File: config.mk
export PLATFORM = sky130hd
export DESIGN_NAME = ils_ctrl
export DESIGN_NICKNAME = d
export VERILOG_FILES = /design/src/design/ils_pkg.sv /design/src/design/ils_ctrl.sv
export VERILOG_INCLUDE_DIRS = /design/src /design/src/design
export SDC_FILE = /design/constraint.sdc
export NUM_CORES = 1
export LEC_CHECK = 0
export BUFFER_PORTS_ARGS = -buffer_cell sky130_fd_sc_hd__buf_2
export CAP_MARGIN = 20
export CORE_AREA = 2 2 39 41
export CTS_BUF_LIST = sky130_fd_sc_hd__clkbuf_4 sky130_fd_sc_hd__clkbuf_8
export CTS_CLUSTER_SIZE = 10
export DETAILED_ROUTE_END_ITERATION = 12
export DIE_AREA = 0 0 41 43
export GPL_TIMING_DRIVEN = 0
export PLACE_DENSITY = 0.61
export SLEW_MARGIN = 15
export SYNTH_ARGS = -nofsm -noshare
export SYNTH_HDL_FRONTEND = slang
export SYNTH_SLANG_ARGS = --single-unit
export TNS_END_PERCENT = 1
File: constraint.sdc
create_clock -name clk -period 1.6 [get_ports clk]
set_input_delay 0.08 -clock clk [delete_from_list [all_inputs] [get_ports clk]]
set_output_delay 0.08 -clock clk [all_outputs]
set_load 0.01 [all_outputs]
File: src/design/assert_macros.svh
// Concurrent assertion helpers; each use needs clk and rst_n in scope.
`ifndef ASSERT_MACROS_SVH
`define ASSERT_MACROS_SVH

// Check that a condition holds at every clock edge outside reset.
`define ASSERT_ALWAYS(label, expr, msg) \
    label: assert property (@(posedge clk) disable iff (!rst_n) (expr)) else $error(msg);

// Check that a consequent holds in the same cycle as its antecedent.
`define ASSERT_IMPLIES(label, ante, cons, msg) \
    label: assert property (@(posedge clk) disable iff (!rst_n) (ante) |-> (cons)) \
        else $error(msg);

`endif

File: src/design/ils_pkg.sv
`timescale 1ns / 1ps

package ils_pkg;

    localparam int CAPACITY = 1024;
    localparam int ADDR_W   = $clog2(CAPACITY);
    localparam int COUNT_W  = $clog2(CAPACITY + 1);
    localparam int INDEX_W  = 10;
    localparam int LENGTH_W = 11;
    localparam int DATA_W   = 32;

    typedef enum logic [1:0] {
        OP_APPEND = 2'd0,
        OP_SET    = 2'd1,
        OP_GET    = 2'd2,
        OP_DELETE = 2'd3
    } op_t;

    typedef enum logic [2:0] {
        ST_IDLE,
        ST_EXEC,
        ST_GET_WAIT,
        ST_DEL_CHECK,
        ST_DEL_MOVE,
        ST_DEL_FIN
    } state_t;

    typedef struct packed {
        logic req_load;
        logic wr_req;
        logic wr_shift;
        logic rd_get;
        logic rd_shift;
        logic ptr_init;
        logic ptr_inc;
        logic cnt_inc;
        logic cnt_dec;
        logic out_load;
    } cmd_t;

    typedef struct packed {
        op_t  req_op;
        logic in_range;
        logic not_full;
        logic shift_more;
        logic slot_free;
    } status_t;

endpackage

File: src/design/ils_ctrl.sv
`timescale 1ns / 1ps
`include "assert_macros.svh"

module ils_ctrl
    import ils_pkg::*;
(
    input  logic    clk,
    input  logic    rst_n,
    input  logic    in_valid,
    output logic    in_ready,
    input  status_t status,
    output cmd_t    cmd
);

    state_t state_reg;
    state_t state_next;

    always_ff @(posedge clk or negedge rst_n)
    begin
        if (!rst_n)
        begin
            state_reg <= ST_IDLE;
        end
        else
        begin
            state_reg <= state_next;
        end
    end

    always_comb
    begin
        state_next = state_reg;
        unique case (state_reg)
            ST_IDLE:
            begin
                if (in_valid)
                begin
                    state_next = ST_EXEC;
                end
            end
            ST_EXEC:
            begin
                unique case (status.req_op)
                    OP_APPEND, OP_SET:
                    begin
                        if (status.slot_free)
                        begin
                            state_next = ST_IDLE;
                        end
                    end
                    OP_GET:
                    begin
                        if (status.in_range)
                        begin
                            state_next = ST_GET_WAIT;
                        end
                        else if (status.slot_free)
                        begin
                            state_next = ST_IDLE;
                        end
                    end
                    OP_DELETE:
                    begin
                        if (status.in_range)
                        begin
                            state_next = ST_DEL_CHECK;
                        end
                        else if (status.slot_free)
                        begin
                            state_next = ST_IDLE;
                        end
                    end
                endcase
            end
            ST_GET_WAIT:
            begin
                if (status.slot_free)
                begin
                    state_next = ST_IDLE;
                end
            end
            ST_DEL_CHECK:
            begin
                state_next = status.shift_more ? ST_DEL_MOVE : ST_DEL_FIN;
            end
            ST_DEL_MOVE:
            begin
                state_next = ST_DEL_CHECK;
            end
            ST_DEL_FIN:
            begin
                if (status.slot_free)
                begin
                    state_next = ST_IDLE;
                end
            end
        endcase
    end

    always_comb
    begin
        cmd      = '0;
        in_ready = 1'b0;
        unique case (state_reg)
            ST_IDLE:
            begin
                in_ready     = 1'b1;
                cmd.req_load = in_valid;
            end
            ST_EXEC:
            begin
                unique case (status.req_op)
                    OP_APPEND:
                    begin
                        if (status.slot_free)
                        begin
                            cmd.wr_req   = status.not_full;
                            cmd.cnt_inc  = status.not_full;
                            cmd.out_load = 1'b1;
                        end
                    end
                    OP_SET:
                    begin
                        if (status.slot_free)
                        begin
                            cmd.wr_req   = status.in_range;
                            cmd.out_load = 1'b1;
                        end
                    end
                    OP_GET:
                    begin
                        cmd.rd_get   = status.in_range;
                        cmd.out_load = !status.in_range && status.slot_free;
                    end
                    OP_DELETE:
                    begin
                        cmd.ptr_init = status.in_range;
                        cmd.out_load = !status.in_range && status.slot_free;
                    end
                endcase
            end
            ST_GET_WAIT:
            begin
                cmd.out_load = status.slot_free;
            end
            ST_DEL_CHECK:
            begin
                cmd.rd_shift = status.shift_more;
            end
            ST_DEL_MOVE:
            begin
                cmd.wr_shift = 1'b1;
                cmd.ptr_inc  = 1'b1;
            end
            ST_DEL_FIN:
            begin
                cmd.cnt_dec  = status.slot_free;
                cmd.out_load = status.slot_free;
            end
        endcase
    end

    `ASSERT_IMPLIES(a_move_after_read, state_reg == ST_DEL_MOVE,
                    $past(state_reg) == ST_DEL_CHECK, "shift write without a preceding read")
    `ASSERT_IMPLIES(a_wait_after_get, state_reg == ST_GET_WAIT,
                    status.req_op == OP_GET && status.in_range, "read wait without an in-range get")
    `ASSERT_IMPLIES(a_load_on_transfer, cmd.req_load,
                    in_valid && in_ready, "request load without an input transfer")

endmodule

==> results.toml <==
[route]
num_vias = 331
wl_um = 781
antenna_left = 0
post-route-drc-count = 0
drt_iter0_drc = 8
drt_pass1_iterations = 2
avgViaCountPerCell = 4.413
routedWlPerCell_um = 10.41

[die]
fp.dieH_um = 43
start_util_pct = 21.88
io_pins = 20
fp.dieW_um = 41
row_count = 14
dieArea_mm2 = 0.001763
coreArea_mm2 = 0.001384

[clock_tree]
insertion_delay_ps = 240
cts_tree = "yes"
clk_pin_slew_worst_paths_ps = 40
clockBufferDepth = 2
post_cts_buffers = 0
clock-root-buffer = "clkbuf_4"
cts_inserted_buffers = 3
clock-sinks = 3
cts_resized = 0
htree_levels = 1

[global_routing]
grt_pass1_vias = 294
track_usage_pct = 10.94
gr-total-overflow = 0
grt_max_degree = 11
antenna_found_initial = 0
grt_pass1_wl_um = 1262

[placement]
dp_hpwl_um = 620.8
place.port_buffers = 19
routabilityCongestion = 0.7125

[sta]
slew_viol_final = 0
maxSlewHeadroom_pct = 80.68
skew_ps = 1.725
tightest_slew_ps = 287.6
finalSetupViolations = 0
final-hold-violation-count = 0
hold-worst-slack_ps = 178.6
min_period_over_period_pct = 91.03
max_freq_ghz = 0.6866
layout_min_cycle_time_ps = 1456
tns_ps = 0
rsz0062_at_grt = "no"

[synthesis]
synth_common_cells = "3 x dfrtp_1, 3 x nor2_1"
postSynthCellCount = 35
syn-cell-area_um2 = 302.8
synth_area_leaders = "dfrtp_1 25%, nand3b_4 6.6%, a2111oi_2 5.0%"
syn_area_per_cell_um2 = 8.651
synthArstFlopShare_pct = 100.0
yosysSeqAreaShare_pct = 24.79
synth_fp_nets = 44
ys_ff_latch = 3
synth_largest_area_cell = "dfrtp_1"
yosysWarnings = 0
synth.distinct_cells = 25
synth_edf_count = 0
synth-main-ff-cell = "dfrtp_1"
yosys.area.top_type_share_pct = 24.79

[power_and_ir_drop]
vdd_drop_max_uv = 756.0
p_leak_nw = 0.2518
powerDensity_mw_per_mm2 = 1672

[final_layout]
area_growth_pct = 51.24
antenna_cells = 0
largest_reg_flops = 3
final_net_count = 69
drive_gt1_share_pct = 52.54

[critical_path]
cp.required_ps = 1520
cp-start-kind = "flop"
endpoint = "cmd[2]"
cp_data_arrival_time_ps = 1380
worstSetupStartpoint = "state_reg[0]$_DFFE_PN0P_"
crit_fanout = 9
end_kind = "output port"
r2r_cells = 3
path_class = "reg -> out"
rr_endpoint = "state_reg[1]$_DFFE_PN0P_"
worstReg2RegStart = "state_reg[0]$_DFFE_PN0P_"
regToRegSetupSlack_ps = 390

[worst_hold_path]
hold_path_class = "in -> async"

[run]
drv_cap = 0

[outcome]
status = "finished clean"
-- through the flow --
stage               power [mW]  setup slack, ps  util (%)  cells  area (µm²)
floorplan               0.4831            421.8         -     35       302.8
global placement        0.6108            387.0     30.20     70       417.9
detailed placement      0.6191            364.3     30.20     70       417.9
CTS                     0.7831            114.1     33.09     75       457.9
global route            0.8392            26.39     33.09     75       457.9
finish                  0.7657            143.6     33.09     75       457.9
-- routing by layer --
layer	GRT usage, %	share of wire [%]	vias to the layer above
met5	0	0	-
met2	14.06	49	11
met3	4.712	6.0	0
met1	13.83	45	147
met4	8.000	0	0
li1	-	-	173
-- layout by cell type, fill, tap and decap left out, drive strengths merged, types with 2 or more instances in the layout --
cell type	count
and2	2
inv	2
nor3	3
clkbuf	4
nand2b	2
and3	2
nor2b	2
nand2	2
nor2	4
buf	21
dfrtp	3
-- worst min path at each step --
stage / end / start / slack (ps) / cells after the start
4_1_cts: state_reg[0]$_DFFE_PN0P_ / rst_n / 170 / 2
2_1_floorplan: state_reg[0]$_DFFE_PN0P_ / rst_n / -220 / 0
3_3_place_gp: state_reg[1]$_DFFE_PN0P_ / rst_n / -120 / 1
3_5_place_dp: state_reg[1]$_DFFE_PN0P_ / rst_n / -120 / 1
5_1_grt: state_reg[2]$_DFFE_PN0P_ / rst_n / 180 / 2
6_report: state_reg[0]$_DFFE_PN0P_ / rst_n / 180 / 2
-- report_power, final --
part	switching (mW)	total, mW	internal, mW
sequential	0.0537	0.168	0.114
clock	0.0422	0.153	0.111
combinational	0.227	0.445	0.218
total	0.323	0.766	0.442
-- what timing repair did --
item / CTS / global route
endpoints found under the setup margin: 0 / 0
hold buffers: 1 / 0
hold endpoints to repair: 3 / 0
-- critical path, stage by stage, from the launching register on --
cell and delay (ps):
dfrtp_1 460, nor2b_4 220, nand2_2 80, nor4_1 210
buf_2 170
-- cells by family after synthesis --
logic type / synth area share [%]
flops: 24.79
buf+inv: 7.437
simple gates: 53.31
compound gates: 14.46
-- area by class of cell --
type,count,area (µm²)
inverters,2,7.507
plain buffers,2,15.01
repair buffers,20,105.1
well taps,16,20.02
flip-flops and latches,3,75.07
clock buffers,4,30.03
multi-input cells,28,205.2
fillers,148,925.9
No activity file was read; power rests on OpenSTA's default activity.
